[config.mk]
export PLATFORM = sky130hd
export DESIGN_NAME = json_token_serializer
export DESIGN_NICKNAME = d
export VERILOG_FILES = /design/src/design/jts_pkg.sv /design/src/design/jts_core.sv /design/src/design/jts_emitter.sv /design/src/design/json_token_serializer.sv
export SDC_FILE = /design/constraint.sdc
export NUM_CORES = 1
export LEC_CHECK = 0
export BUFFER_PORTS_ARGS = -buffer_cell sky130_fd_sc_hd__buf_2
export CAP_MARGIN = 10
export CORE_MARGIN = 4
export CORE_UTILIZATION = 53
export CTS_CLUSTER_DIAMETER = 50
export CTS_CLUSTER_SIZE = 25
export DETAILED_ROUTE_END_ITERATION = 7
export HOLD_SLACK_MARGIN = 0.06
export PLACE_DENSITY_LB_ADDON = 0.08
export SYNTH_ARGS = -nofsm -noshare
export SYNTH_HDL_FRONTEND = slang
export SYNTH_SLANG_ARGS = --single-unit
export TNS_END_PERCENT = 30
[constraint.sdc]
create_clock -name clk -period 4.5 [get_ports clk]
set_input_delay 1.125 -clock clk [delete_from_list [all_inputs] [get_ports clk]]
set_output_delay 1.125 -clock clk [all_outputs]
set_load 0.01 [all_outputs]
[src/design/jts_pkg.sv]
`timescale 1ns / 1ps
// ----------------------------------------------------------------------------
// jts_pkg
// Types, codes and character constants of the JSON token serializer.
// ----------------------------------------------------------------------------
package jts_pkg;

	localparam int STACK_DEPTH = 32;
	localparam int LEVEL_W     = $clog2(STACK_DEPTH + 1);
	localparam int PTR_W       = $clog2(STACK_DEPTH);
	localparam int MAX_BYTES   = 6;
	localparam int CNT_W       = $clog2(MAX_BYTES + 1);
	localparam int IDX_W       = $clog2(MAX_BYTES);

	typedef logic [7:0] octet_t;

	typedef enum logic [2:0] {
		CMD_BEGIN_OBJ = 3'd0,
		CMD_BEGIN_ARR = 3'd1,
		CMD_END       = 3'd2,
		CMD_STR_OPEN  = 3'd3,
		CMD_STR_BYTE  = 3'd4,
		CMD_STR_CLOSE = 3'd5,
		CMD_BOOL      = 3'd6,
		CMD_NULL      = 3'd7
	} cmd_t;

	typedef enum logic [2:0] {
		NEST_NONE     = 3'd0,
		NEST_VALUE    = 3'd1,
		NEST_OBJ      = 3'd2,
		NEST_KEY      = 3'd3,
		NEST_OBJ_CONT = 3'd4,
		NEST_ARR      = 3'd5,
		NEST_ARR_CONT = 3'd6
	} nest_t;

	typedef struct packed {
		octet_t [MAX_BYTES-1:0] bytes;
		logic [CNT_W-1:0]       count;
		logic                   error;
		logic                   complete;
	} result_t;

	localparam octet_t CH_LBRACE    = 8'h7B;
	localparam octet_t CH_RBRACE    = 8'h7D;
	localparam octet_t CH_LBRACKET  = 8'h5B;
	localparam octet_t CH_RBRACKET  = 8'h5D;
	localparam octet_t CH_COLON     = 8'h3A;
	localparam octet_t CH_COMMA     = 8'h2C;
	localparam octet_t CH_QUOTE     = 8'h22;
	localparam octet_t CH_BACKSLASH = 8'h5C;
	localparam octet_t CH_SLASH     = 8'h2F;
	localparam octet_t CH_BS        = 8'h08;
	localparam octet_t CH_FF        = 8'h0C;
	localparam octet_t CH_LF        = 8'h0A;
	localparam octet_t CH_CR        = 8'h0D;
	localparam octet_t CH_TAB       = 8'h09;
	localparam octet_t CH_A         = 8'h61;
	localparam octet_t CH_B         = 8'h62;
	localparam octet_t CH_E         = 8'h65;
	localparam octet_t CH_F         = 8'h66;
	localparam octet_t CH_L         = 8'h6C;
	localparam octet_t CH_N         = 8'h6E;
	localparam octet_t CH_R         = 8'h72;
	localparam octet_t CH_S         = 8'h73;
	localparam octet_t CH_T         = 8'h74;
	localparam octet_t CH_U         = 8'h75;

endpackage

[src/design/jts_core.sv]
`timescale 1ns / 1ps
// ----------------------------------------------------------------------------
// jts_core
// Nesting stack, string and error state; turns one event into its bytes.
// ----------------------------------------------------------------------------
module jts_core (
	input  logic             clk,
	input  logic             arst_n,
	input  logic             advance,
	input  jts_pkg::cmd_t    cmd,
	input  logic [7:0]       data_byte,
	input  logic             bool_value,
	output jts_pkg::result_t result
);

	jts_pkg::nest_t                 stack_q [jts_pkg::STACK_DEPTH];
	logic [jts_pkg::LEVEL_W-1:0]    level_q;
	logic                           error_q;
	logic                           in_str_q;

	logic [jts_pkg::LEVEL_W-1:0]    lvl_m1;
	logic [jts_pkg::LEVEL_W-1:0]    lvl_mid;
	logic [jts_pkg::LEVEL_W-1:0]    level_n;
	jts_pkg::nest_t                 top;

	logic                           ev_ok;
	logic                           ev_pop;
	logic                           ev_sep_en;
	jts_pkg::octet_t                ev_sep;
	logic                           ev_wr;
	jts_pkg::nest_t                 ev_val;

	logic                           ok;
	logic                           use_ev;
	logic                           end_pop;
	logic                           push;
	jts_pkg::nest_t                 push_val;
	logic                           str_set;
	logic                           str_clr;
	jts_pkg::octet_t                body [jts_pkg::MAX_BYTES];
	logic [jts_pkg::CNT_W-1:0]      body_n;
	logic                           commit;
	logic                           sep_en;
	logic                           err_n;
	logic                           in_str_n;

	assign lvl_m1 = level_q - jts_pkg::LEVEL_W'(1);
	assign top    = (level_q == '0) ? jts_pkg::NEST_NONE : stack_q[lvl_m1[jts_pkg::PTR_W-1:0]];

	always_comb begin
		ev_ok     = 1'b1;
		ev_pop    = 1'b0;
		ev_sep_en = 1'b0;
		ev_sep    = jts_pkg::CH_COMMA;
		ev_wr     = 1'b0;
		ev_val    = top;
		if (level_q == '0) begin
			ev_ok = 1'b0;
		end else if ((cmd == jts_pkg::CMD_BEGIN_OBJ || cmd == jts_pkg::CMD_BEGIN_ARR) &&
				top != jts_pkg::NEST_VALUE &&
				level_q >= jts_pkg::LEVEL_W'(jts_pkg::STACK_DEPTH)) begin
			ev_ok = 1'b0;
		end else begin
			case (top) inside
				jts_pkg::NEST_VALUE: begin
					ev_pop = 1'b1;
				end
				jts_pkg::NEST_KEY: begin
					ev_sep_en = 1'b1;
					ev_sep    = jts_pkg::CH_COLON;
					ev_wr     = 1'b1;
					ev_val    = jts_pkg::NEST_OBJ_CONT;
				end
				jts_pkg::NEST_ARR: begin
					ev_wr  = 1'b1;
					ev_val = jts_pkg::NEST_ARR_CONT;
				end
				jts_pkg::NEST_ARR_CONT: begin
					ev_sep_en = 1'b1;
				end
				jts_pkg::NEST_OBJ, jts_pkg::NEST_OBJ_CONT: begin
					if (cmd != jts_pkg::CMD_STR_OPEN) begin
						ev_ok = 1'b0;
					end else begin
						ev_sep_en = (top == jts_pkg::NEST_OBJ_CONT);
						ev_wr     = 1'b1;
						ev_val    = jts_pkg::NEST_KEY;
					end
				end
				default: begin
					ev_ok = 1'b0;
				end
			endcase
		end
	end

	always_comb begin
		ok       = 1'b1;
		use_ev   = 1'b0;
		end_pop  = 1'b0;
		push     = 1'b0;
		push_val = jts_pkg::NEST_OBJ;
		str_set  = 1'b0;
		str_clr  = 1'b0;
		body_n   = '0;
		for (int i = 0; i < jts_pkg::MAX_BYTES; i++) begin
			body[i] = '0;
		end
		if (in_str_q) begin
			case (cmd)
				jts_pkg::CMD_STR_BYTE: begin
					body[0] = jts_pkg::CH_BACKSLASH;
					body_n  = jts_pkg::CNT_W'(2);
					case (data_byte)
						jts_pkg::CH_BACKSLASH: body[1] = jts_pkg::CH_BACKSLASH;
						jts_pkg::CH_QUOTE:     body[1] = jts_pkg::CH_QUOTE;
						jts_pkg::CH_SLASH:     body[1] = jts_pkg::CH_SLASH;
						jts_pkg::CH_BS:        body[1] = jts_pkg::CH_B;
						jts_pkg::CH_FF:        body[1] = jts_pkg::CH_F;
						jts_pkg::CH_LF:        body[1] = jts_pkg::CH_N;
						jts_pkg::CH_CR:        body[1] = jts_pkg::CH_R;
						jts_pkg::CH_TAB:       body[1] = jts_pkg::CH_T;
						default: begin
							body[0] = data_byte;
							body_n  = jts_pkg::CNT_W'(1);
						end
					endcase
				end
				jts_pkg::CMD_STR_CLOSE: begin
					body[0] = jts_pkg::CH_QUOTE;
					body_n  = jts_pkg::CNT_W'(1);
					str_clr = 1'b1;
				end
				default: begin
					ok = 1'b0;
				end
			endcase
		end else begin
			case (cmd)
				jts_pkg::CMD_BEGIN_OBJ, jts_pkg::CMD_BEGIN_ARR: begin
					ok       = ev_ok;
					use_ev   = 1'b1;
					push     = 1'b1;
					push_val = (cmd == jts_pkg::CMD_BEGIN_OBJ) ? jts_pkg::NEST_OBJ
						: jts_pkg::NEST_ARR;
					body[0]  = (cmd == jts_pkg::CMD_BEGIN_OBJ) ? jts_pkg::CH_LBRACE
						: jts_pkg::CH_LBRACKET;
					body_n   = jts_pkg::CNT_W'(1);
				end
				jts_pkg::CMD_END: begin
					end_pop = 1'b1;
					body_n  = jts_pkg::CNT_W'(1);
					case (top) inside
						jts_pkg::NEST_OBJ, jts_pkg::NEST_OBJ_CONT: body[0] = jts_pkg::CH_RBRACE;
						jts_pkg::NEST_ARR, jts_pkg::NEST_ARR_CONT: body[0] = jts_pkg::CH_RBRACKET;
						default: ok = 1'b0;
					endcase
				end
				jts_pkg::CMD_STR_OPEN: begin
					ok      = ev_ok;
					use_ev  = 1'b1;
					str_set = 1'b1;
					body[0] = jts_pkg::CH_QUOTE;
					body_n  = jts_pkg::CNT_W'(1);
				end
				jts_pkg::CMD_BOOL: begin
					ok     = ev_ok;
					use_ev = 1'b1;
					if (bool_value) begin
						body[0] = jts_pkg::CH_T;
						body[1] = jts_pkg::CH_R;
						body[2] = jts_pkg::CH_U;
						body[3] = jts_pkg::CH_E;
						body_n  = jts_pkg::CNT_W'(4);
					end else begin
						body[0] = jts_pkg::CH_F;
						body[1] = jts_pkg::CH_A;
						body[2] = jts_pkg::CH_L;
						body[3] = jts_pkg::CH_S;
						body[4] = jts_pkg::CH_E;
						body_n  = jts_pkg::CNT_W'(5);
					end
				end
				jts_pkg::CMD_NULL: begin
					ok      = ev_ok;
					use_ev  = 1'b1;
					body[0] = jts_pkg::CH_N;
					body[1] = jts_pkg::CH_U;
					body[2] = jts_pkg::CH_L;
					body[3] = jts_pkg::CH_L;
					body_n  = jts_pkg::CNT_W'(4);
				end
				default: begin
					ok = 1'b0;
				end
			endcase
		end
	end

	assign commit   = !error_q && ok;
	assign sep_en   = use_ev && ev_sep_en;
	assign lvl_mid  = level_q - jts_pkg::LEVEL_W'((use_ev && ev_pop) || end_pop);
	assign level_n  = commit ? (lvl_mid + jts_pkg::LEVEL_W'(push)) : level_q;
	assign err_n    = error_q || !ok;
	assign in_str_n = commit ? ((in_str_q && !str_clr) || str_set) : in_str_q;

	always_comb begin
		for (int i = 0; i < jts_pkg::MAX_BYTES; i++) begin
			if (!sep_en) begin
				result.bytes[i] = body[i];
			end else if (i == 0) begin
				result.bytes[i] = ev_sep;
			end else begin
				result.bytes[i] = body[i-1];
			end
		end
		result.count    = commit ? (body_n + jts_pkg::CNT_W'(sep_en)) : '0;
		result.error    = err_n;
		result.complete = (level_n == '0) && !in_str_n && !err_n;
	end

	always_ff @(posedge clk or negedge arst_n) begin
		if (!arst_n) begin
			for (int i = 0; i < jts_pkg::STACK_DEPTH; i++) begin
				stack_q[i] <= (i == 0) ? jts_pkg::NEST_VALUE : jts_pkg::NEST_NONE;
			end
			level_q    <= jts_pkg::LEVEL_W'(1);
			error_q    <= 1'b0;
			in_str_q   <= 1'b0;
		end else if (advance) begin
			level_q  <= level_n;
			error_q  <= err_n;
			in_str_q <= in_str_n;
			if (commit && use_ev && ev_wr) begin
				stack_q[lvl_m1[jts_pkg::PTR_W-1:0]] <= ev_val;
			end
			if (commit && push) begin
				stack_q[lvl_mid[jts_pkg::PTR_W-1:0]] <= push_val;
			end
		end
	end

endmodule

[src/design/jts_emitter.sv]
`timescale 1ns / 1ps
// ----------------------------------------------------------------------------
// jts_emitter
// Result register; sends the bytes of one event one transaction at a time.
// ----------------------------------------------------------------------------
module jts_emitter (
	input  logic             clk,
	input  logic             arst_n,
	input  logic             load,
	input  jts_pkg::result_t load_result,
	output logic             free,
	output logic             m_tvalid,
	input  logic             m_tready,
	output logic [15:0]      m_tdata,   // out_byte[7:0], error[8], complete[9]
	output logic [0:0]       m_tuser,   // byte_valid[0]
	output logic             m_tlast
);

	jts_pkg::result_t             res_q;
	logic                         valid_q;
	logic [jts_pkg::IDX_W-1:0]    idx_q;
	logic                         has_bytes;
	logic [jts_pkg::IDX_W-1:0]    idx_last;
	jts_pkg::octet_t              out_byte;

	assign has_bytes = (res_q.count != '0);
	assign idx_last  = has_bytes ? jts_pkg::IDX_W'(res_q.count - jts_pkg::CNT_W'(1)) : '0;
	assign out_byte  = has_bytes ? res_q.bytes[idx_q] : '0;

	assign m_tvalid = valid_q;
	assign m_tlast  = (idx_q == idx_last);
	assign m_tuser  = has_bytes;
	assign m_tdata  = {6'b0, res_q.complete, res_q.error, out_byte};
	assign free     = !valid_q || (m_tready && m_tlast);

	always_ff @(posedge clk or negedge arst_n) begin
		if (!arst_n) begin
			valid_q <= 1'b0;
			idx_q   <= '0;
		end else if (load) begin
			valid_q <= 1'b1;
			idx_q   <= '0;
		end else if (valid_q && m_tready) begin
			if (m_tlast) begin
				valid_q <= 1'b0;
			end else begin
				idx_q <= idx_q + jts_pkg::IDX_W'(1);
			end
		end
	end

	always_ff @(posedge clk) begin
		if (load) begin
			res_q <= load_result;
		end
	end

endmodule

[src/design/json_token_serializer.sv]
`timescale 1ns / 1ps
// ----------------------------------------------------------------------------
// json_token_serializer
// Streaming JSON text writer driven by structure events.
// ----------------------------------------------------------------------------
// Each event is taken into an input register (one event per cycle when the
// path ahead is free), decoded against the 32-entry nesting stack in one
// pass and stored in a result register, from which its text leaves one byte
// per output transaction: 1 to 6 transactions per event, so the byte-wide
// output port sets the sustained rate. An event that emits nothing, or any
// event after the sticky error is set, yields a single status transaction
// with tuser low. The stack lives in flip-flops and is ready right out of
// reset.
module json_token_serializer (
	input  logic        clk,
	input  logic        arst_n,
	input  logic        s_tvalid,
	output logic        s_tready,
	input  logic [15:0] s_tdata,    // data_byte[7:0], bool_value[8]
	input  logic [2:0]  s_tuser,    // command[2:0]
	output logic        m_tvalid,
	input  logic        m_tready,
	output logic [15:0] m_tdata,    // out_byte[7:0], error[8], complete[9]
	output logic [0:0]  m_tuser,    // byte_valid[0]
	output logic        m_tlast
);

	jts_pkg::cmd_t    cmd_s1;
	logic [7:0]       data_s1;
	logic             bool_s1;
	logic             valid_s1;
	logic             free;
	logic             advance;
	jts_pkg::result_t result;

	assign advance  = valid_s1 && free;
	assign s_tready = !valid_s1 || advance;

	always_ff @(posedge clk or negedge arst_n) begin
		if (!arst_n) begin
			valid_s1 <= 1'b0;
		end else if (s_tvalid && s_tready) begin
			valid_s1 <= 1'b1;
		end else if (advance) begin
			valid_s1 <= 1'b0;
		end
	end

	always_ff @(posedge clk) begin
		if (s_tvalid && s_tready) begin
			cmd_s1  <= jts_pkg::cmd_t'(s_tuser);
			data_s1 <= s_tdata[7:0];
			bool_s1 <= s_tdata[8];
		end
	end

	jts_core u_core (
		.clk        (clk),
		.arst_n     (arst_n),
		.advance    (advance),
		.cmd        (cmd_s1),
		.data_byte  (data_s1),
		.bool_value (bool_s1),
		.result     (result)
	);

	jts_emitter u_emitter (
		.clk         (clk),
		.arst_n      (arst_n),
		.load        (advance),
		.load_result (result),
		.free        (free),
		.m_tvalid    (m_tvalid),
		.m_tready    (m_tready),
		.m_tdata     (m_tdata),
		.m_tuser     (m_tuser),
		.m_tlast     (m_tlast)
	);

endmodule

# After elaboration in Yosys (flattened, before gate mapping)
# Cells that the tools add are included.
# word_totals
elab_cells,241
regBits,174
# classes
n_lt_le_gt_ge,6
bitwise_logic,2
n_mux,106
add_sub_neg,6
eq_ne,25
reduce_logical,46
# op_table
cell,n
$mux 96,3
$bwmux 96,2
$mux 8,12
$mux 3,21
$pmux 7 s8,1
$pmux 24 s2,1
$mux 1,46
$eq 8x4->1 const B,5
$pmux 8 s5,1
$demux 3 s5,2
$mux 29,1
$mux 7,4
$bmux 8 s3,1
$mux 24,1
$eq 3x3->1 const B,7
$ge 6x6->1 const B,3
$logic_and 1x1->1,17
$eq 8x6->1 const B,2
$mux 16,1
$pmux 8 s2,1
$bmux 3 s5,1
$eq 3x2->1 const B,4
$logic_not 6->1,2
$lt 6x1->1 const B,2
30 further kinds,50

# Longest topological paths before layout
# Gate-level depths: netlist of the first run.
# depth
ltp_word,24
ltp_mapped,23
mapped_depth_nobuf,20

# Cells and area by module
# A second synthesis of the first run with hierarchy kept.
# unflattened
cells_unflattened,1087
hier_area_um2,11061.9
# by_module_without_submodules
mod,area_each_um2,n_inst,cells_per_inst
jts_core,8235.4,1,932
jts_emitter,2406.1,1,138
json_token_serializer,420.4,1,17

# Worst setup path before layout of the first run
# Ideal clock, no wire load.
# synth_timing
path_kind,flip-flop to flip-flop
startpoint,reg u_core.level_q[0] (netlist name)
endpoint,reg u_core.stack_q[95] (netlist name)
t_arrival_ps,4485
stages_incl_launch_ff,20
required_ps,4369
path_buffers,3
setup_ps,131
slack_ps,-116
cell_sequence,dfstp_2 buf_6 inv_1 ha_1 buf_2 buf_2 mux4_2 o221ai_1 nor3_2 a31oi_1 nor2_1 ha_1 ha_1 xor2_1 nand3b_1 nor2_1 nand2_1 o22a_1 o21a_1 or3_1
# synth_via
elab_chain_len,24
elab_cells_between_ends,70
# synth_rtl
item,line,text
start: declaration,jts_core.sv:17,logic [jts_pkg::LEVEL_W-1:0] level_q;
start signal: assignment,jts_core.sv:227,level_q <= jts_pkg::LEVEL_W'(1);
start signal: assignment,jts_core.sv:231,level_q <= level_n;
branches (longest 23 deep; another with $sub 5x1->5),--,
$mux 96 (*),jts_core.sv:237,if (commit && push) begin
end signal: indexed assignment,jts_core.sv:225,stack_q[i] <= (i == 0) ? jts_pkg::NEST_VALUE : jts_pkg::NEST_NONE;
end signal: indexed assignment,jts_core.sv:235,stack_q[lvl_m1[jts_pkg::PTR_W-1:0]] <= ev_val;
end signal: indexed assignment,jts_core.sv:238,stack_q[lvl_mid[jts_pkg::PTR_W-1:0]] <= push_val;
end: declaration,jts_core.sv:16,jts_pkg::nest_t stack_q [jts_pkg::STACK_DEPTH];
# Mark *: on every way between the ends. The select of a mux whose other input is x is not followed.
# A chain may end at the register's enable or synchronous reset.

# Worst setup path in the final report of the first run
# Same ends and word-level chain as after synthesis.

==> run metrics, run 1 <==
Endpoint, Worst Hold u_emitter.m_tvalid; crit path kind reg -> reg; final cycle utilization of the critical path 0.973; Starting Density 0.543; Placed Cells 1433; length in cells of the worst reg-to-reg path 19; VDD IR-drop max 276 µV; P_int 0.00284 W; Core Region 18800 µm²; met3 global-route usage 0.0472; critical path arrival 4680 ps; Iteration-0 DRC Markers 1181; vias 9479; Post-synth EDFFs 50; largest cells by area after synthesis dfrtp_1 26%, edfxtp_1 15%, mux4_2 4.8%; fin nets 1238; # diodes 0; Yosys cell types 89; global-route wire length before repair 50000 µm; combinational fraction of design power 0.175; Wirelength per Cell 22.0 µm; GRT overflow 0; Synth Register Bits 159; CTS clock-pin slew for the worst setup and hold paths 70 ps; syn_area_per_cell 9.43 µm²; largest area contributor in the netlist dfrtp_1; Ys Warns 0; number of buffers added on ports 29; top-count cell post-synth nand2_1; final setup vio count 0; global placement routability congestion 0.973; P per Cell Area 321 nW/µm²; async set-reset flop share out of synthesis 0.686; DRT Wirelength 32500 µm; Root Buffer clkbuf_16; non-filler cells in the finished layout 1474; later-pin clock latency in the skew report 430 ps; Layout Skew 13.2 ps; met2 usage 0.457; Die ar. 21600 µm²; outcome finished clean; CTS max path bufs 2; Std-Cell Rows 50; Worst Hold Depth 2; crit path time final 4380 ps; initial antenna violation count 0; Crit. End Element register; Tot Pwr 0.00396 W; Synth Flop Type dfrtp_1; Total GRT Usage 0.293; TritonRoute pass-1 iters 7; pre-CTS setup slack -259 ps; Post-DP HPWL 22900 µm; met1 GRT Util 0.421; clock sink total 159; R2R Path Start u_core.level_q[0]; largest net degree at the start of global routing 68; relative slew slack 0.350; Hold Violations, Final 0; sequential-to-total area share from yosys stat 0.414; CP max FO 8; Hold Startpoint valid_s1; CTS Buf Count 17; Post-Syn Area 10200 µm²; setup ws final 120 ps; Fmax 0.228 GHz; die height 147 µm; H-Tree Depth 4; CTS tree yes; Worst R2R End u_core.stack_q[95]; leakage 5.02 nW; IO Pins 43; Startpoint Class register; Slew Limit Fails 0; sequential share of power 0.438; FF-to-FF setup slack 120 ps; synth cell count leaders 129 x nand2_1, 107 x dfrtp_1, 102 x nor2_1, 63 x o21ai_0, 51 x a21oi_1; Worst-Margin Slew 975 ps; Worst Path Required 4800 ps; DRT antenna net count 0; busiest layer in global routing met2; number of global-route vias before repair 8984; share of cells above drive strength 1 0.236; # DRC 0; Max-cap violations 0; Area Overhead vs Synth 20.7%; chip width 147 µm; Sw Share 0.284; net switching power 0.00112 W; Syn Inst Count 1085; power share of the clock group 0.387; hold crit path type reg -> reg; Synth top area share 0.262; Vias per Instance 6.43
[state kept, by name, indices dropped and copies added, names as in the netlist, 2 cells and up]
register,count
u_core.stack_q,96
data_s1,8
u_emitter.idx_q,3
u_core.level_q,6
cmd_s1,3
u_emitter.m_tdata,2
u_emitter.res_q,36
[stage by stage]
stage / hold slack, ps / TNS (ps) / utilization / instance area, µm²
6_report: 479 / 0 / 0.656 / 12300
5_1_grt: 502 / -2390 / 0.656 / 12300
4_1_cts: 482 / -26.4 / 0.640 / 12100
3_5_place_dp: 465 / -2050 / 0.606 / 11400
3_3_place_gp: 463 / -595 / 0.606 / 11400
2_1_floorplan: 447 / -92.6 / - / 10300
[kinds of logic (layout without fill, tap and decap cells)]
kind of cell | after synthesis | after routing | synth area share
other | 1 | 7 | 0.000367
AO/OA/AOI/OAI | 337 | 337 | 0.229
multiplexers | 50 | 50 | 0.0872
adder cells (fa/ha/maj) | 14 | 14 | 0.0171
flip-flops | 159 | 159 | 0.414
AND/OR/NAND/NOR | 386 | 386 | 0.181
XOR/XNOR | 20 | 20 | 0.0171
buffers and inverters | 118 | 241 | 0.0548
[layout by cell type, fill, tap and decap left out, drive strengths merged, types with 10 or more instances in the layout]
cell / count
dfrtp: 107
inv: 44
o22ai: 23
edfxtp: 50
mux4: 29
mux2i: 19
o31ai: 11
o22a: 10
o2bb2ai: 27
and3: 12
a21oi: 53
nor2: 102
clkbuf: 24
ha: 14
nor3: 28
xnor2: 14
a22oi: 16
a211oi: 15
o21ai: 65
a31oi: 34
and2: 20
nand2: 129
nand3: 30
buf: 163
[layout make-up]
cell class	instances	area, µm²
Multi-Input combinational cell	814	5710
Sequential cell	159	4230
Fill cell	1528	6490
Tap cell	260	325
Clock inverter	10	161
Timing Repair Buffer	165	1300
Inverter	44	165
Clock buffer	22	444
[repair_timing]
item                                    in CTS  in global routing
cloned                                       0                  2
hold buffers                                 0                  0
endpoints found under the setup margin      31                 97
pin swaps                                    2                 14
gates resized for setup                      8                 41
buffers inserted                             0                  8
[per-layer routing]
layer,routed length [µm],vias to the layer above
li1,-,4299
met1,13700,4594
met2,15000,504
met3,2800,82
met4,978,0
met5,0,-
[critical path, stage by stage, from the launching register on]
cell	delay, ps
dfstp_2	550
inv_2	70
ha_4	350
buf_12	160
buf_4	110
mux4_1	360
a21o_1	210
o221ai_2	100
nor3_2	100
a31oi_1	190
nor2_1	80
ha_2	220
ha_4	180
xor2_4	170
nand3b_1	340
nor2_2	230
nand2_2	100
o22a_1	210
o21a_1	170
or3_1	340
[worst max-delay path by stage]
stage	from	to	slack (ps)	depth (start not counted)
after floorplan	u_core.level_q[0]	u_core.stack_q[95]	-50	19
after global placement	u_core.level_q[0]	u_emitter.m_tdata[9]	-230	21
after detailed placement	u_core.level_q[0]	u_emitter.m_tdata[9]	-260	21
after CTS	u_core.level_q[0]	u_emitter.m_tdata[9]	-30	22
after global routing	u_core.level_q[0]	u_core.stack_q[95]	-150	19
final	u_core.level_q[0]	u_core.stack_q[95]	120	19
[power groups by stage]
stage	Sequential, W	Clock, W	Combinational, W
finish	0.00173	0.00153	0.000692
global route	0.00175	0.00162	0.000768
CTS	0.00174	0.00154	0.000696
detailed placement	0.00176	0	0.000694
global placement	0.00176	0	0.000689
floorplan	0.00171	0	0.000499
Note: power is estimated with default switching activity, not from simulation.
==> inputs of run 2 (changes only) <==
- MAX_ROUTING_LAYER: default -> met4
==> run metrics, run 2 (synthesized netlist as in run 1, its figures left out) <==
outcome finished clean; net switching power 0.00114 W; Die ar. 21600 µm²; chip width 147 µm; crit-path max cell delay 580 ps; TritonRoute pass-1 iters 6; DRT antenna net count 0; CTS clock-pin slew for the worst setup and hold paths 60 ps; # DRC 0; Std-Cell Rows 50; flip-flop count of the largest register after layout 96; Slew Limit Fails 0; CTS tree yes; P_int 0.00272 W; CP Buf/Inv Count 5; delay-heaviest family, CP simple AND/OR/NAND/NOR gates; Layout Skew 7.80 ps; R2R Path Start u_core.level_q[0]; GRT overflow 0; Worst Path Required 4850 ps; Worst-Margin Slew 962 ps; number of global-route vias before repair 9099; largest net degree at the start of global routing 63; Setup crit start u_core.level_q[0]; FF-to-FF setup slack 50 ps; DRT Wirelength 32700 µm; global placement routability congestion 1.01; hold crit path type reg -> reg; Starting Density 0.543; Hold Startpoint valid_s1; hold_ws 484 ps; Post-DP HPWL 23300 µm; CTS max path bufs 2; register with the most flip-flops u_core.stack_q; Hold Violations, Final 0; final setup vio count 0; leakage 5.06 nW; unrepaired setup endpoints after global routing yes; share of cells above drive strength 1 0.246; combinational fraction of design power 0.186; fin nets 1250; final core utilization 0.657; top flop regs u_core.stack_q x96, u_emitter.res_q x36, data_s1 x8; VDD IR-drop max 273 µV; Iteration-0 DRC Markers 1144; # diodes 0; Vias per Instance 6.37; final cycle utilization of the critical path 0.990; number of buffers added on ports 29; H-Tree Depth 4; global-route wire length before repair 50700 µm; vias 9462; crit path time final 4450 ps; IO Pins 43; die height 147 µm; commonest cells after routing, fill and taps aside 135 x buf_4, 126 x nand2_1, 106 x dfrtp_1; Startpoint Class register; crit path kind reg -> reg; power share of the clock group 0.368; final setup TNS 0 ps; Placed Cells 1448; relative slew slack 0.354; initial antenna violation count 0; critical path arrival 4800 ps; Sw Share 0.296; non-filler cells in the finished layout 1486; most common cell after layout, fill and taps aside buf_4; Total GRT Usage 0.309; Max-cap violations 0; sequential share of power 0.446; Fmax 0.224 GHz; pre-CTS setup slack -233 ps; setup ws final 45.5 ps; Crit. End Element register; CP max stage cell dfstp_2; critical-path cell list inv_4 > ha_4 > buf_12 > mux4_2 > mux2i_1 > buf_4 > a221o_1 > nor3_2 > a31oi_1 > nor2_1 > ha_2 > ha_4 > xor2_4 > buf_4 > nand2_1 > nor2_1 > buf_4 > nand2_1 > o21ai_0 > nand2_1 > a22oi_1; Area Overhead vs Synth 21.0%; Root Buffer clkbuf_16; later-pin clock latency in the skew report 440 ps; P per Cell Area 312 nW/µm²; clock sink total 159; CTS Buf Count 17; Core Region 18800 µm²; Wirelength per Cell 22.0 µm; CP max FO 7
## run 2: worst reg2reg max path: cells and delay by family, from the launching register on
kind            cells  cell delay, ps
compound gates      4             880
xor+xnor            1             210
fa+ha+maj           3             730
buf+inv             5             730
flops               1             580
mux                 2             300
simple gates        6             940
## run 2: worst paths after layout
path,endpoint,cells after the start
hold / removal,u_emitter.m_tvalid,2
max in group asynchronous,u_core.level_q[0],2
setup reg to reg,u_core.stack_q[7],21
min in group asynchronous,u_core.error_q,1
hold reg to reg,u_emitter.m_tvalid,2
setup / recovery,u_core.stack_q[7],21
## run 2: area by class of cell
class / count / area [µm²]
clock buffers: 22 / 444
clock inverters: 10 / 113
fillers: 1499 / 6450
flip-flops and latches: 159 / 4230
multi-input cells: 814 / 5670
well taps: 260 / 325
repair buffers: 177 / 1430
inverters: 44 / 168
## run 2: what timing repair did
item,in CTS,in global routing
hold buffers,0,0
pin swaps,4,5
setup endpoints to repair,24,97
buffers inserted,0,4
resized for setup,9,45
cloned,0,2
## run 2: power groups by stage
| stage | logic (W) | registers (W) | clock network [W] |
|---|---|---|---|
| 6_report | 0.000719 | 0.00172 | 0.00142 |
| 4_1_cts | 0.000719 | 0.00172 | 0.00143 |
| 5_1_grt | 0.000797 | 0.00174 | 0.00150 |
| 3_5_place_dp | 0.000717 | 0.00175 | 0 |
| 2_1_floorplan | 0.000499 | 0.00171 | 0 |
| 3_3_place_gp | 0.000704 | 0.00174 | 0 |
## run 2: routing by layer
| metal | part of all wire | global-route usage | wire (µm) |
|---|---|---|---|
| met5 | 0 | - | 0 |
| met4 | 0.033 | 0.107 | 1090 |
| met3 | 0.093 | 0.0648 | 3030 |
| met2 | 0.45 | 0.468 | 14800 |
| met1 | 0.42 | 0.419 | 13800 |
## run 2: through the flow
step / instance area, µm² / total power (W)
after floorplan: 10300 / 0.00221
after global placement: 11500 / 0.00245
after detailed placement: 11500 / 0.00247
after CTS: 12100 / 0.00388
after global routing: 12400 / 0.00403
final: 12400 / 0.00386
